[src/sv/sgma_pkg.sv]
package sgma_pkg;

    // Fixed sizes of the filter.
    localparam int CHANNELS      = 4;
    localparam int WINDOW_LENGTH = 8;
    localparam int CH_W          = $clog2(CHANNELS);
    localparam int POS_W         = $clog2(WINDOW_LENGTH);
    localparam int SAMPLE_W      = 12;
    localparam int SUM_W         = SAMPLE_W + POS_W;
    localparam int COUNT_W       = 8;
    localparam int CFG_W         = 12;

    // Configuration register indexes and reset values.
    localparam int REG_IDX_W = 1;
    localparam logic [REG_IDX_W-1:0] REG_JUMP_THRESHOLD = 1'b0;
    localparam logic [REG_IDX_W-1:0] REG_CONFIRM_COUNT  = 1'b1;
    localparam logic [SAMPLE_W-1:0]  THRESHOLD_RESET    = 12'd64;
    localparam logic [COUNT_W-1:0]   CONFIRM_RESET      = 8'd3;

    typedef logic [SAMPLE_W-1:0] t_sample;
    typedef logic [CH_W-1:0]     t_channel;
    typedef logic [POS_W-1:0]    t_pos;
    typedef logic [SUM_W-1:0]    t_sum;
    typedef logic [COUNT_W-1:0]  t_count;

    // Stored state of one channel, as seen by the decision logic.
    typedef struct packed {
        t_sample held;
        t_count  up_cnt;
        t_count  down_cnt;
        t_sum    sum;
        t_sample oldest;
    } t_chan_state;

    // Update of one channel produced for one item.
    typedef struct packed {
        logic    enter;
        t_count  up_cnt;
        t_count  down_cnt;
        t_sum    sum;
        t_sample held;
    } t_update;

endpackage

[src/sv/sgma_gate.sv]
module sgma_gate
    import sgma_pkg::*;
(
    input  t_sample     i_sample,
    input  t_chan_state i_state,
    input  t_sample     i_threshold,
    input  t_count      i_confirm,
    output t_update     o_upd
);

    logic [SAMPLE_W:0] high_limit;
    logic [SAMPLE_W:0] low_sum;
    logic              is_up;
    logic              above_floor;
    logic              is_down;
    t_count            up_bump;
    t_count            down_bump;
    t_sum              sum_new;

    // Widened compares so that held plus or minus threshold never wraps.
    assign high_limit  = {1'b0, i_state.held} + {1'b0, i_threshold};
    assign low_sum     = {1'b0, i_sample} + {1'b0, i_threshold};
    assign is_up       = {1'b0, i_sample} > high_limit;
    assign above_floor = i_sample > i_threshold;
    assign is_down     = above_floor && (low_sum < {1'b0, i_state.held});

    // Saturating jump counters.
    assign up_bump   = (i_state.up_cnt == '1) ? i_state.up_cnt : i_state.up_cnt + 1'b1;
    assign down_bump = (i_state.down_cnt == '1) ? i_state.down_cnt
                                                : i_state.down_cnt + 1'b1;

    // Ring sum with the oldest sample replaced by the new one.
    assign sum_new = i_state.sum - t_sum'(i_state.oldest) + t_sum'(i_sample);

    // Jump classification and counter handling.
    always_comb begin
        o_upd          = '0;
        o_upd.up_cnt   = i_state.up_cnt;
        o_upd.down_cnt = i_state.down_cnt;
        priority if (is_up) begin
            o_upd.enter  = up_bump > i_confirm;
            o_upd.up_cnt = o_upd.enter ? '0 : up_bump;
        end else if (is_down) begin
            o_upd.enter    = down_bump > i_confirm;
            o_upd.down_cnt = o_upd.enter ? '0 : down_bump;
        end else if (above_floor) begin
            o_upd.enter    = 1'b1;
            o_upd.down_cnt = '0;
        end else begin
            o_upd.enter    = 1'b1;
            o_upd.up_cnt   = '0;
            o_upd.down_cnt = '0;
        end
        o_upd.sum  = o_upd.enter ? sum_new : i_state.sum;
        o_upd.held = o_upd.enter ? t_sample'(sum_new >> POS_W) : i_state.held;
    end

endmodule

[src/sv/sgma_state.sv]
module sgma_state
    import sgma_pkg::*;
(
    input  logic        i_clk,
    input  logic        i_rst_n,
    input  t_channel    i_rd_channel,
    output t_chan_state o_rd,
    input  logic        i_wr_en,
    input  t_channel    i_wr_channel,
    input  t_sample     i_sample,
    input  t_update     i_upd
);

    t_sample r_window [CHANNELS][WINDOW_LENGTH];
    t_pos    r_pos    [CHANNELS];
    t_sum    r_sum    [CHANNELS];
    t_sample r_held   [CHANNELS];
    t_count  r_up     [CHANNELS];
    t_count  r_down   [CHANNELS];

    // Read of the channel that the current item belongs to.
    always_comb begin
        o_rd.held     = r_held[i_rd_channel];
        o_rd.up_cnt   = r_up[i_rd_channel];
        o_rd.down_cnt = r_down[i_rd_channel];
        o_rd.sum      = r_sum[i_rd_channel];
        o_rd.oldest   = r_window[i_rd_channel][r_pos[i_rd_channel]];
    end

    // Per-channel state update; reset clears everything.
    always_ff @(posedge i_clk) begin
        if (!i_rst_n) begin
            for (int c = 0; c < CHANNELS; c++) begin
                r_pos[c]  <= '0;
                r_sum[c]  <= '0;
                r_held[c] <= '0;
                r_up[c]   <= '0;
                r_down[c] <= '0;
                for (int w = 0; w < WINDOW_LENGTH; w++) begin
                    r_window[c][w] <= '0;
                end
            end
        end else if (i_wr_en) begin
            r_up[i_wr_channel]   <= i_upd.up_cnt;
            r_down[i_wr_channel] <= i_upd.down_cnt;
            r_sum[i_wr_channel]  <= i_upd.sum;
            r_held[i_wr_channel] <= i_upd.held;
            if (i_upd.enter) begin
                r_window[i_wr_channel][r_pos[i_wr_channel]] <= i_sample;
                r_pos[i_wr_channel] <= (r_pos[i_wr_channel] == t_pos'(WINDOW_LENGTH - 1))
                                       ? '0 : r_pos[i_wr_channel] + 1'b1;
            end
        end
    end

    // A gated jump leaves the ring position alone.
    a_pos_hold: assert property (@(posedge i_clk) disable iff (!i_rst_n)
        (i_wr_en && !i_upd.enter) |=>
            r_pos[$past(i_wr_channel)] == $past(r_pos[i_wr_channel]))
        else $error("ring position moved on a gated jump");

    // The held value takes the update of the item.
    a_held_upd: assert property (@(posedge i_clk) disable iff (!i_rst_n)
        i_wr_en |=> r_held[$past(i_wr_channel)] == $past(i_upd.held))
        else $error("held value not updated");

    // An accepted sample lands in the ring slot that was current.
    a_ring_write: assert property (@(posedge i_clk) disable iff (!i_rst_n)
        (i_wr_en && i_upd.enter) |=>
            r_window[$past(i_wr_channel)][$past(r_pos[i_wr_channel])] == $past(i_sample))
        else $error("sample not written to ring");

endmodule

[src/sv/spike_gated_moving_average.sv]
// Moving average over the last 8 accepted samples of each of 4 ADC channels, with spike
// rejection: a sample more than jump_threshold above the channel's held value, or more
// than jump_threshold below it while above jump_threshold, only counts until its jump
// counter exceeds confirm_count; all other samples enter the average at once. The result
// item is the channel's held value after the sample. The block takes one item every
// cycle unless o_stall is high: an item is registered, then its channel state is read,
// updated and the result registered as it leaves the input register, so back-to-back
// items of the same channel see each other's updates. An output register lets a new
// item be taken while a result waits. Reset clears all channel state and loads threshold
// 64 and confirm count 3; users must write configuration only while idle (unenforced).
module spike_gated_moving_average
    import sgma_pkg::*;
(
    input  logic                 i_clk,
    input  logic                 i_rst_n,
    input  logic                 i_valid,
    output logic                 o_stall,
    input  logic [SAMPLE_W-1:0]  i_sample,
    input  logic [CH_W-1:0]      i_channel,
    output logic                 o_valid,
    input  logic                 i_stall,
    output logic [SAMPLE_W-1:0]  o_filtered,
    input  logic                 i_cfg_we,
    input  logic [REG_IDX_W-1:0] i_cfg_index,
    input  logic [CFG_W-1:0]     i_cfg_data
);

    logic        r_in_valid;
    t_sample     r_in_sample;
    t_channel    r_in_channel;
    logic        r_out_valid;
    t_sample     r_out_filtered;
    t_sample     r_threshold;
    t_count      r_confirm;
    logic        advance;
    logic        fire;
    t_chan_state chan_rd;
    t_update     upd;

    // The input stage moves on when the output register is free or being emptied.
    assign advance = !r_out_valid || !i_stall;
    assign fire    = r_in_valid && advance;
    assign o_stall = r_in_valid && !advance;

    // Configuration registers.
    always_ff @(posedge i_clk) begin
        if (!i_rst_n) begin
            r_threshold <= THRESHOLD_RESET;
            r_confirm   <= CONFIRM_RESET;
        end else if (i_cfg_we) begin
            unique case (i_cfg_index)
                REG_JUMP_THRESHOLD: r_threshold <= i_cfg_data[SAMPLE_W-1:0];
                REG_CONFIRM_COUNT:  r_confirm   <= i_cfg_data[COUNT_W-1:0];
            endcase
        end
    end

    // Input register.
    always_ff @(posedge i_clk) begin
        if (!i_rst_n) begin
            r_in_valid <= 1'b0;
        end else if (!o_stall) begin
            r_in_valid <= i_valid;
        end
    end

    always_ff @(posedge i_clk) begin
        if (i_valid && !o_stall) begin
            r_in_sample  <= i_sample;
            r_in_channel <= i_channel;
        end
    end

    sgma_state u_state (
        .i_clk        (i_clk),
        .i_rst_n      (i_rst_n),
        .i_rd_channel (r_in_channel),
        .o_rd         (chan_rd),
        .i_wr_en      (fire),
        .i_wr_channel (r_in_channel),
        .i_sample     (r_in_sample),
        .i_upd        (upd)
    );

    sgma_gate u_gate (
        .i_sample    (r_in_sample),
        .i_state     (chan_rd),
        .i_threshold (r_threshold),
        .i_confirm   (r_confirm),
        .o_upd       (upd)
    );

    // Result register.
    always_ff @(posedge i_clk) begin
        if (!i_rst_n) begin
            r_out_valid <= 1'b0;
        end else if (advance) begin
            r_out_valid <= r_in_valid;
        end
    end

    always_ff @(posedge i_clk) begin
        if (fire) begin
            r_out_filtered <= upd.held;
        end
    end

    assign o_valid    = r_out_valid;
    assign o_filtered = r_out_filtered;

    // The input side only stalls with an item waiting in the input register.
    a_stall_cause: assert property (@(posedge i_clk) disable iff (!i_rst_n)
        o_stall |-> (r_in_valid && r_out_valid))
        else $error("input stalled without a pending item");

    // An item that leaves the input stage shows up as a result.
    a_fire_result: assert property (@(posedge i_clk) disable iff (!i_rst_n)
        fire |=> (o_valid && o_filtered == $past(upd.held)))
        else $error("processed item did not reach the output");

    // A waiting result blocks the input stage only while the output is stalled.
    a_no_idle_stall: assert property (@(posedge i_clk) disable iff (!i_rst_n)
        (r_in_valid && !i_stall) |-> !o_stall)
        else $error("input stalled while output was free");

endmodule
[config.mk]
export PLATFORM = sky130hd
export DESIGN_NAME = spike_gated_moving_average
export DESIGN_NICKNAME = d
export VERILOG_FILES = /design/src/sv/sgma_pkg.sv /design/src/sv/sgma_gate.sv /design/src/sv/sgma_state.sv /design/src/sv/spike_gated_moving_average.sv
export SDC_FILE = /design/constraint.sdc
export NUM_CORES = 1
export LEC_CHECK = 0
export ABC_AREA = 1
export BUFFER_PORTS_ARGS = -buffer_cell sky130_fd_sc_hd__buf_2
export CAP_MARGIN = 20
export CORE_MARGIN = 2
export CORE_UTILIZATION = 55
export CTS_BUF_LIST = sky130_fd_sc_hd__clkbuf_8
export DETAILED_ROUTE_END_ITERATION = 7
export GPL_TIMING_DRIVEN = 1
export PLACE_DENSITY = 0.79
export SLEW_MARGIN = 25
export SYNTH_ARGS = -nofsm -noshare
export SYNTH_HDL_FRONTEND = slang
export SYNTH_SLANG_ARGS = --single-unit
[constraint.sdc]
create_clock -name i_clk -period 13.03 [get_ports i_clk]
set_clock_uncertainty 0.05 [all_clocks]
set_input_delay 1.9545 -clock i_clk [delete_from_list [all_inputs] [get_ports i_clk]]
set_output_delay 1.9545 -clock i_clk [all_outputs]
set_load 0.02 [all_outputs]
### Word-level counts from Yosys, hierarchy flattened

Memories as Yosys holds them, arrays and structs flattened. A register that Yosys moved wholly into a read port is not among the register bits.
Cells that the tools add are included.

* bitwise operators: 2
* reductions and logical operators: 18
* mux-type cells: 51
* add/subtract/negate cells: 7
* eq/ne operators: 3
* magnitude comparators: 7

Operator list (number)
* 96-bit two-way mux: 3
* 96-bit OR reduction: 1
* 8-bit two-way mux: 10
* 12-bit two-way mux: 5
* 12-bit binary-select mux with 3-bit select: 1
* 12-bit demux with 3-bit select: 1
* 15-bit two-way mux: 2
* 12-bit by 12-bit adder with 13-bit output: 2
* 2-bit two-way mux: 12
* 8-bit by 1-bit adder with 8-bit output, second input constant: 2
* 8-bit == test, second input constant: 2
* 8-bit greater-than comparator: 2
* 8-bit OR reduction: 2
* 15-bit by 12-bit adder with 15-bit output: 1
* 15-bit OR reduction: 1
* 15-bit by 12-bit subtractor with 15-bit output: 1
* 1-bit two-way mux: 14
* 12-bit by 13-bit greater-than comparator with 1-bit output: 1
* 13-bit by 12-bit < comparator with 1-bit output: 1
* 12-bit greater-than comparator: 1
* 12-bit OR reduction: 1
* 9-bit two-way mux: 1
* 3-bit two-way mux: 2
* 1-bit logical AND: 5
* other kinds (10): 14

* logic and storage cells: 101
* bits in registers: 48
* memories: 6
* bits in writable memories: 568

Memories
* u_state.r_window: words 4, width 96, rd ports 1, clocked after Yosys merged registers in 1, wr ports 4, RTL line sgma_state.sv:14 `t_sample r_window [CHANNELS][WINDOW_LENGTH];`
* u_state.r_sum: words 4, width 15, rd ports 1, clocked after Yosys merged registers in 1, wr ports 4, RTL line sgma_state.sv:16 `t_sum r_sum [CHANNELS];`
* u_state.r_held: words 4, width 12, rd ports 1, clocked after Yosys merged registers in 1, wr ports 4, RTL line sgma_state.sv:17 `t_sample r_held [CHANNELS];`
* u_state.r_down: words 4, width 8, rd ports 1, clocked after Yosys merged registers in 1, wr ports 4, RTL line sgma_state.sv:19 `t_count r_down [CHANNELS];`
* u_state.r_up: words 4, width 8, rd ports 1, clocked after Yosys merged registers in 1, wr ports 4, RTL line sgma_state.sv:18 `t_count r_up [CHANNELS];`
* u_state.r_pos: words 4, width 3, rd ports 1, clocked after Yosys merged registers in 1, wr ports 4, RTL line sgma_state.sv:15 `t_pos r_pos [CHANNELS];`

### Depth between registers and ports, before layout

Gate-level depths: netlist of run 1.

* depth in word-level cells: 11
* gate-level depth with buffers: 36
* gate-level depth less buffers: 31

### Modules after synthesis

A second synthesis of run 1 with hierarchy kept.

* cell total of the unflattened synthesis: 3867
* area, all modules: 33621.0 µm²

Modules (own cells, without submodules)
* sgma_state: cells an instance 3034, area each 27707.8 µm², seq. area each 17056.4 µm², times used 1
* sgma_gate: cells an instance 682, area each 4259.1 µm², seq. area each 0.0 µm², times used 1
* spike_gated_moving_average: cells an instance 151, area each 1654.1 µm², seq. area each 1221.2 µm², times used 1

### Worst setup path after synthesis of run 1

OpenSTA, ideal clock, no wires.

* path kind: reg2reg
* start: reg (tool-made name)
* end: mem u_state.r_window[0][48] (netlist name) (enable)
* period minus slack after synthesis: 5526 ps
* arrival time: 5078 ps
* stages on the path, launching flop included: 34
* path buffers: 6
* setup slack: 7504 ps
* cells stage by stage: dfxtp_1 -> inv_2 -> buf_4 -> buf_2 -> buf_2 -> clkbuf_1 -> nand2_1 -> a32oi_1 -> ha_1 -> a21oi_1 -> nand2_1 -> nand2_1 -> o211ai_1 -> nand2_1 -> nand2_1 -> nand2_1 -> nand2_1 -> a21oi_1 -> nor2_1 -> nor2_1 -> xor2_1 -> ha_1 -> nand4_1 -> nor4_1 -> nor2_1 -> nand2_1 -> inv_2 -> nand2_4 -> nor2_4 -> inv_2 -> buf_6 -> nand4_1 -> buf_2 -> o21ai_0

RTL lines (RTL line)
* end: declaration: sgma_state.sv:14

==> impl_metrics.csv, run 1 <==
group,metric,value,unit
global_routing,top_usage_layer,"met2",
critical_path,crit_arrival,7960,ps
global_routing,grt_pass1_vias,24200,
hold_path,hold_class,"reg2reg",
global_routing,antenna_found_initial,1,
hold_path,min-delay-start,"r_in_valid$_SDFFE_PN0N_",
route,post_drt_wl_per_cell,22.6,um
finish,area_growth,7.47,%
timing,fmax,132,MHz
power_and_ir_drop,peakVddDrop,0.104,mV
critical_path,worstSetupPathType,"reg2reg",
finish,nets,3215,
cts,cts_tree,"yes",
global_routing,grtUsageTotal,29.3,%
power_and_ir_drop,p_per_area,157,nW/um^2
cts,cts_root_buffer,"clkbuf_8",
cts,clk_latency,730,ps
placement,gp_congestion,1.01,
synth,synth_edf_count,594,
global_routing,grtUsageMet2,46.2,%
synth,synth_top_cell_area_share,56.0,%
critical_path,endpoint_kind,"flop",
synth,syn-num-nets,3261,
cts,htree_levels,3,
synth,muxShareOfSynthArea,0,%
timing,tns,0,ps
timing,worst_pin_slew,1100,ps
outcome,outcome,"completed",
synth,synth_ff_type,"edfxtp_1",
cts,path_clk_slew,60,ps
cts,hold_buffers,0,
timing,slew_violations,0,
synth,synth-compound-area-share,10.5,%
critical_path,crit_buf_inv,7,
critical_path,timing.rr.end,"u_state.r_held[1][6]$_SDFFCE_PN0P_",
cts,cts_buffers,98,
synth,synth_cells,3122,
synth,async_flop_share,0,%
critical_path,cp_cell_sequence,"inv_4 -> buf_4 -> a21oi_1 -> a32oi_4 -> buf_4 -> buf_4 -> o21ai_0 -> o221ai_1 -> nand3_1 -> nand4_1 -> fa_1 -> inv_1 -> ha_1 -> a21oi_1 -> a21boi_0 -> o21ai_0 -> a21oi_1 -> xor2_1 -> inv_1 -> nand3_1 -> nand2_1 -> inv_2 -> nor2_1",
synth,synth_xor_xnor_area_share,1.10,%
hold_path,holdPathStages,2,
die,die_area,59900,sq um
timing,period_share,58.3,%
synth,synth_area,31900,sq um
die,die_x,245,um
placement,io_buffers,45,
synth,synth_fa_ha_area_share,4.53,%
route,drc_errors,0,
die,start_util,55.5,%
synth,synthTopCellsByArea,"edfxtp_1, nor2_1, nor3_1",
die,rows,88,
synth,synth_seq_area_share,57.5,%
critical_path,critPathTopFamily,"buffers and inverters",
route,routed_wl,88500,um
critical_path,cp_max_fo,111,
power_and_ir_drop,p_leak,0.0127,uW
finish,fin_util,59.6,%
synth,yosys.area_share.simple,19.8,%
synth,synth.largest_area_cell,"edfxtp_1",
die,die_height,245,um
critical_path,cpMaxStageDelayCell,"buf_4",
global_routing,use_met3,6.07,%
cts,postCtsSetupRepairBufs,0,
global_routing,use_met1,39.3,%
critical_path,cp_num_cells,23,
timing,hold_viol_final,0,
global_routing,overflow,0,
route,viasPerCell,6.32,
route,drt_first_pass_iters,6,
global_routing,grt_pass1_wl,136000,um
placement,dpl.hpwl,52900,um
cts,clk_path_buf_depth,3,
global_routing,grt_max_degree,112,
synth,yosysWarnings,0,
critical_path,max_stage_delay,880,ps
route,vias,24800,
timing,finalCriticalPeriod,7600,ps
flow_run,cap_violations,0,
cts,clkSinkCount,618,
die,core,57500,sq um
timing,rsz0062_at_grt,"false",
route,route.antenna.remaining_nets,0,
synth,avgSynthCellArea,10.2,sq um
cts,cts_resized,0,
route,first_iter_violations,3397,
hold_path,whs_endpoint,"o_valid$_SDFFE_PN0N_",
critical_path,reg2reg_setup_slack,5430,ps
timing,setup_violations,0,
finish,layout-drive-gt1-share,12.9,%
synth,ys_types,56,
critical_path,critPathRequiredTime,13390,ps
synth,yosys_register_bits,618,
timing,slew_headroom,26.6,%
critical_path,rr_worst_depth,23,
die,pin_count,46,
synth,synth_top_family_by_area,"simple AND/OR/NAND/NOR gates",
critical_path,start_kind,"flop",
synthesized netlist by cell type, types with 2 or more instances:
cell type,instances
o221ai_1,96
o211ai_1,4
nor2_1,423
nand3_1,112
a21o_1,3
a31oi_1,3
buf_1,17
o21ai_1,12
a32oi_1,25
buf_4,16
nand4_4,5
a21boi_0,2
xor2_1,28
nand3b_1,3
a211oi_1,2
o21ai_0,264
buf_6,14
nor3_2,100
a22oi_1,7
nor2_2,6
inv_2,23
nand3_2,3
nand4_2,2
nor3_1,293
edfxtp_1,594
nand2_1,335
o22ai_1,3
a32oi_2,2
fa_1,14
o21a_1,3
o21ai_2,3
o21bai_1,4
inv_1,209
dfxtp_1,24
xnor2_1,12
a21oi_1,106
nand4_1,24
buf_2,53
clkinv_1,4
ha_1,93
a32o_1,2
nor2_4,2
clkbuf_1,159
flip-flops by register name (all words and copies together), names as in the netlist, named ones only:
| name | flops |
|---|---|
| u_state.r_pos | 12 |
| u_state.r_window | 384 |
| r_in_sample | 12 |
| u_state.r_sum | 60 |
| r_in_valid | 1 |
| u_state.r_down | 32 |
| r_in_channel | 2 |
| u_state.r_up | 32 |
| u_state.r_held | 48 |
| o_valid | 1 |
| o_filtered | 12 |
| r_confirm | 8 |
| r_threshold | 12 |
worst reg2reg max path: cells and delay by family, from the launching register on:
kind	cells	cell delay [ps]
flops	1	420
simple gates	5	800
xor+xnor	1	170
fa+ha+maj	2	770
compound gates	8	1950
buf+inv	7	3150
layout by cell type (no fill, tap or decap), types with 3 or more instances in the layout:
| master | netlist | final |
|---|---|---|
| nand3b_1 | 3 | 3 |
| nand4_1 | 24 | 24 |
| a32oi_1 | 25 | 25 |
| a22oi_1 | 7 | 7 |
| dfxtp_1 | 24 | 22 |
| inv_2 | 23 | 22 |
| buf_2 | 53 | 45 |
| a21o_1 | 3 | 3 |
| o21a_1 | 3 | 3 |
| ha_1 | 93 | 93 |
| clkinv_2 | 0 | 13 |
| nand3_1 | 112 | 112 |
| o21ai_1 | 12 | 6 |
| nor3_2 | 100 | 100 |
| o21ai_0 | 264 | 264 |
| clkbuf_8 | 0 | 103 |
| buf_4 | 16 | 67 |
| a21oi_1 | 106 | 106 |
| o21bai_1 | 4 | 4 |
| xnor2_1 | 12 | 12 |
| nand2_1 | 335 | 330 |
| a31oi_1 | 3 | 3 |
| nand2_2 | 1 | 5 |
| nor2_1 | 423 | 422 |
| clkinv_1 | 4 | 22 |
| o221ai_1 | 96 | 96 |
| clkinvlp_4 | 0 | 4 |
| nor3_1 | 293 | 293 |
| o211ai_1 | 4 | 4 |
| o22ai_1 | 3 | 3 |
| inv_1 | 209 | 242 |
| nand3_2 | 3 | 3 |
| fa_1 | 14 | 14 |
| nor2_2 | 6 | 7 |
| bufinv_16 | 0 | 3 |
| xor2_1 | 28 | 28 |
| o21ai_2 | 3 | 9 |
| nand4_4 | 5 | 5 |
| edfxtp_1 | 594 | 594 |
area by class of cell:
cell class                      count  area (sq um)
Tap cell                          765           957
Antenna cell                        1          2.50
Clock inverter                     75           408
Timing Repair Buffer              113           739
Multi-Input combinational cell   2009         11500
Clock buffer                      103          1420
Fill cell                        4621         23200
Sequential cell                   618         18300
Inverter                          236           897
power breakdown:
part	leakage (uW)	total [uW]	switching [uW]	internal, uW
Sequential	0.00633	2360	49.7	2310
Clock	0.00106	1570	781	791
Combinational	0.00533	1430	1040	396
Total	0.0127	5360	1870	3490
worst max-delay path by stage:
stage	to	startpoint
finish	u_state.r_held[1][6]$_SDFFCE_PN0P_	flop
global route	u_state.r_window[2][39]$_SDFFCE_PN0P_	flop
CTS	u_state.r_window[2][39]$_SDFFCE_PN0P_	flop
detailed placement	u_state.r_window[2][39]$_SDFFCE_PN0P_	flop
global placement	u_state.r_window[2][36]$_SDFFCE_PN0P_	flop
floorplan	u_state.r_window[0][48]$_SDFFCE_PN0P_	flop
cell families after synthesis:
family,count (synthesis)
compound gates,546
xor+xnor,40
fa+ha+maj,107
buf+inv,495
flops,618
simple gates,1316
metrics by stage:
| step | std cells | cell area, sq um | power, uW | setup WS, ps | hold WS [ps] |
|---|---|---|---|---|---|
| 6_report | 3920 | 34300 | 5360 | 5430 | 454 |
| 4_1_cts | 3919 | 34200 | 5330 | 5630 | 455 |
| 3_3_place_gp | 3741 | 32400 | 3730 | 5820 | 412 |
| 2_1_floorplan | 3122 | 31900 | 3380 | 7500 | 399 |
| 3_5_place_dp | 3741 | 32400 | 3780 | 5610 | 446 |
| 5_1_grt | 3920 | 34300 | 5590 | 5070 | 487 |
layer usage:
metal	part of all wire, %	up-vias
li1	-	11000
met2	46	1632
met3	12	259
met1	38	11900
met4	4.1	0
met5	0	-
Note: power is estimated with default switching activity, not from simulation.
==> run 2: changes to the inputs <==
==> constraint.sdc (replaced) <==
create_clock -name i_clk -period 7.3 [get_ports i_clk]
set_clock_uncertainty 0.05 [all_clocks]
set_input_delay 1.095 -clock i_clk [delete_from_list [all_inputs] [get_ports i_clk]]
set_output_delay 1.095 -clock i_clk [all_outputs]
set_load 0.02 [all_outputs]
==> run 2 against run 1 <==
Via count is 0.57% higher. Critical path depth rose by 1. Maximum frequency grew 16%. Clock power increased by 73%. Combinational power increased by 80%. Sequential share of layout area shrank 0.13 points. Count of clock-buffer cells in the layout shrank 2. Cell count increased by 0.38%. Critical endpoint is now u_state.r_window[1][4]$_SDFFCE_PN0P_. Highest routed layer unchanged.
==> impl_metrics.csv, run 2 (synthesis gave the netlist of run 1 again) <==
group,metric,value,unit
critical_path,cp_common_cell,"nand2_1",
timing,hold_viol_final,0,
outcome,outcome,"completed",
timing,rsz0062_at_grt,"false",
critical_path,cpMaxStageDelayCell,"buf_4",
hold_path,min-delay-start,"r_in_valid$_SDFFE_PN0N_",
global_routing,overflow,0,
power_and_ir_drop,p_per_area,276,nW/um^2
global_routing,antenna_found_initial,1,
critical_path,rr_worst_depth,24,
die,die_height,245,um
timing,setup_violations,0,
route,routed_wl,89700,um
power_and_ir_drop,switching_share,35.1,%
power_and_ir_drop,power.share.clock,28.6,%
hold_path,holdPathStages,2,
critical_path,start_kind,"flop",
cts,postCtsSetupRepairBufs,0,
placement,io_buffers,45,
timing,finalCriticalPeriod,6550,ps
route,vias,24900,
cts,cts_buffers,99,
cts,clkSinkCount,618,
power_and_ir_drop,p_leak,0.0128,uW
power_and_ir_drop,internal_power,6150,uW
global_routing,grt_pass1_wl,138000,um
route,drt_first_pass_iters,6,
critical_path,crit_arrival,6970,ps
finish,nets,3236,
die,die_x,245,um
route,first_iter_violations,3773,
route,drc_errors,0,
power_and_ir_drop,p_comb_share,27.1,%
cts,clk_latency,740,ps
critical_path,cp_max_fo,55,
critical_path,max_stage_delay,740,ps
cts,cts_resized,0,
finish,largest_reg_flops,384,
power_and_ir_drop,p_switching,3330,uW
die,pin_count,46,
finish,top_regs,"u_state.r_window x384, u_state.r_sum x60, u_state.r_held x48",
timing,slew_violations,0,
die,core,57500,sq um
power_and_ir_drop,total_power,9490,uW
timing,slew_headroom,30.1,%
cts,hold_buffers,0,
flow_run,cap_violations,0,
route,viasPerCell,6.33,
cts,cts_tree,"yes",
finish,area_growth,7.73,%
route,post_drt_wl_per_cell,22.8,um
global_routing,grt_max_degree,197,
placement,dpl.hpwl,54000,um
critical_path,critPathRequiredTime,7720,ps
timing,period_share,89.7,%
placement,gp_congestion,0.984,
hold_path,hold_class,"reg2reg",
hold_path,whs_endpoint,"o_valid$_SDFFE_PN0N_",
cts,cts_root_buffer,"clkbuf_8",
power_and_ir_drop,peakVddDrop,0.174,mV
cts,htree_levels,3,
die,die_area,59900,sq um
critical_path,endpoint_kind,"flop",
timing,tns,0,ps
critical_path,timing.rr.end,"u_state.r_window[1][4]$_SDFFCE_PN0P_",
cts,clk_path_buf_depth,3,
finish,final_common_cell,"edfxtp_1",
finish,regMostFlops,"u_state.r_window",
global_routing,grt_pass1_vias,24500,
critical_path,worstSetupPathType,"reg2reg",
finish,layout-drive-gt1-share,13.1,%
cts,path_clk_slew,60,ps
route,route.antenna.remaining_nets,0,
finish,layout_common_cells,"edfxtp_1, nor2_1, nand2_1",
critical_path,reg2reg_setup_slack,750,ps
global_routing,grtUsageTotal,29.9,%
die,start_util,55.5,%
die,rows,88,
critical_path,cp_cell_sequence,"buf_4 -> o21ai_0 -> o22ai_2 -> ha_1 -> nand2_1 -> nor2_1 -> nand3_2 -> nand2_1 -> inv_1 -> nand2_1 -> xor2_1 -> ha_1 -> a21oi_1 -> o21ai_0 -> nand2_1 -> nand2_1 -> o21ai_0 -> nand2_1 -> nor2_2 -> nand4_4 -> nand4_4 -> buf_4 -> o21ai_0 -> buf_4",
power_and_ir_drop,seq_power_share,44.4,%
timing,fmax,153,MHz
timing,worst_pin_slew,1050,ps
run 2: changes by cell type in the layout (fill, tap and decap cells not counted), sizes merged:
cell,change
buf,+20
inv,+1
clkbuf,-2
clkinv,+1
clkinvlp,-3
bufinv,-2
run 2: worst max-delay path by stage:
stage | start | to | slack [ps] | cells after the start
global placement | flop | u_state.r_window[0][2]$_SDFFCE_PN0P_ | 1160 | 27
CTS | flop | u_state.r_window[0][2]$_SDFFCE_PN0P_ | 870 | 27
finish | flop | u_state.r_window[1][4]$_SDFFCE_PN0P_ | 750 | 24
global route | flop | u_state.r_window[2][32]$_SDFFCE_PN0P_ | 470 | 28
detailed placement | flop | u_state.r_window[0][3]$_SDFFCE_PN0P_ | 890 | 27
floorplan | flop | u_state.r_window[0][48]$_SDFFCE_PN0P_ | 1770 | 33
run 2: power by group through the flow:
stage               Combinational, uW  Sequential, uW  Clock, uW
floorplan                        1770            4270          0
global placement                 2410            4270          0
detailed placement               2480            4280          0
CTS                              2500            4210       2720
global route                     2830            4220       2880
finish                           2570            4210       2710
run 2: metrics by stage:
stage | instances | utilization, % | setup WS [ps] | hold WS [ps] | area (sq um)
final | 3935 | 59.7 | 748 | 451 | 34300
after global routing | 3935 | 59.7 | 468 | 465 | 34300
after CTS | 3934 | 59.7 | 873 | 446 | 34300
after detailed placement | 3761 | 56.7 | 885 | 445 | 32600
after global placement | 3761 | 56.7 | 1160 | 411 | 32600
after floorplan | 3122 | - | 1770 | 399 | 31900
run 2: metal layers:
layer / vias to the layer above / GRT usage (%) / routed length (um)
li1: 11000 / - / -
met4: 0 / 12.8 / 3300
met3: 251 / 6.53 / 10700
met1: 12000 / 40.3 / 34200
met5: - / 0 / 0
met2: 1624 / 47.1 / 41600
run 2: area by class of cell:
type	count	area, sq um
multi-input cells	2009	11500
repair buffers	133	923
diodes	1	2.50
clock buffers	101	1390
fillers	4649	23100
inverters	236	897
well taps	765	957
flip-flops and latches	618	18300
clock inverters	72	352
run 2: worst max-delay path, delay by kind of cell, from the launching register on:
kind / cells / cell delay (ps)
AOI/OAI and AO/OA: 6 / 1120
DFF: 1 / 580
xor gates and xnor gates: 1 / 190
adders and majority gates: 2 / 520
and+or+nand+nor: 11 / 2190
buffers and inverters: 4 / 1590
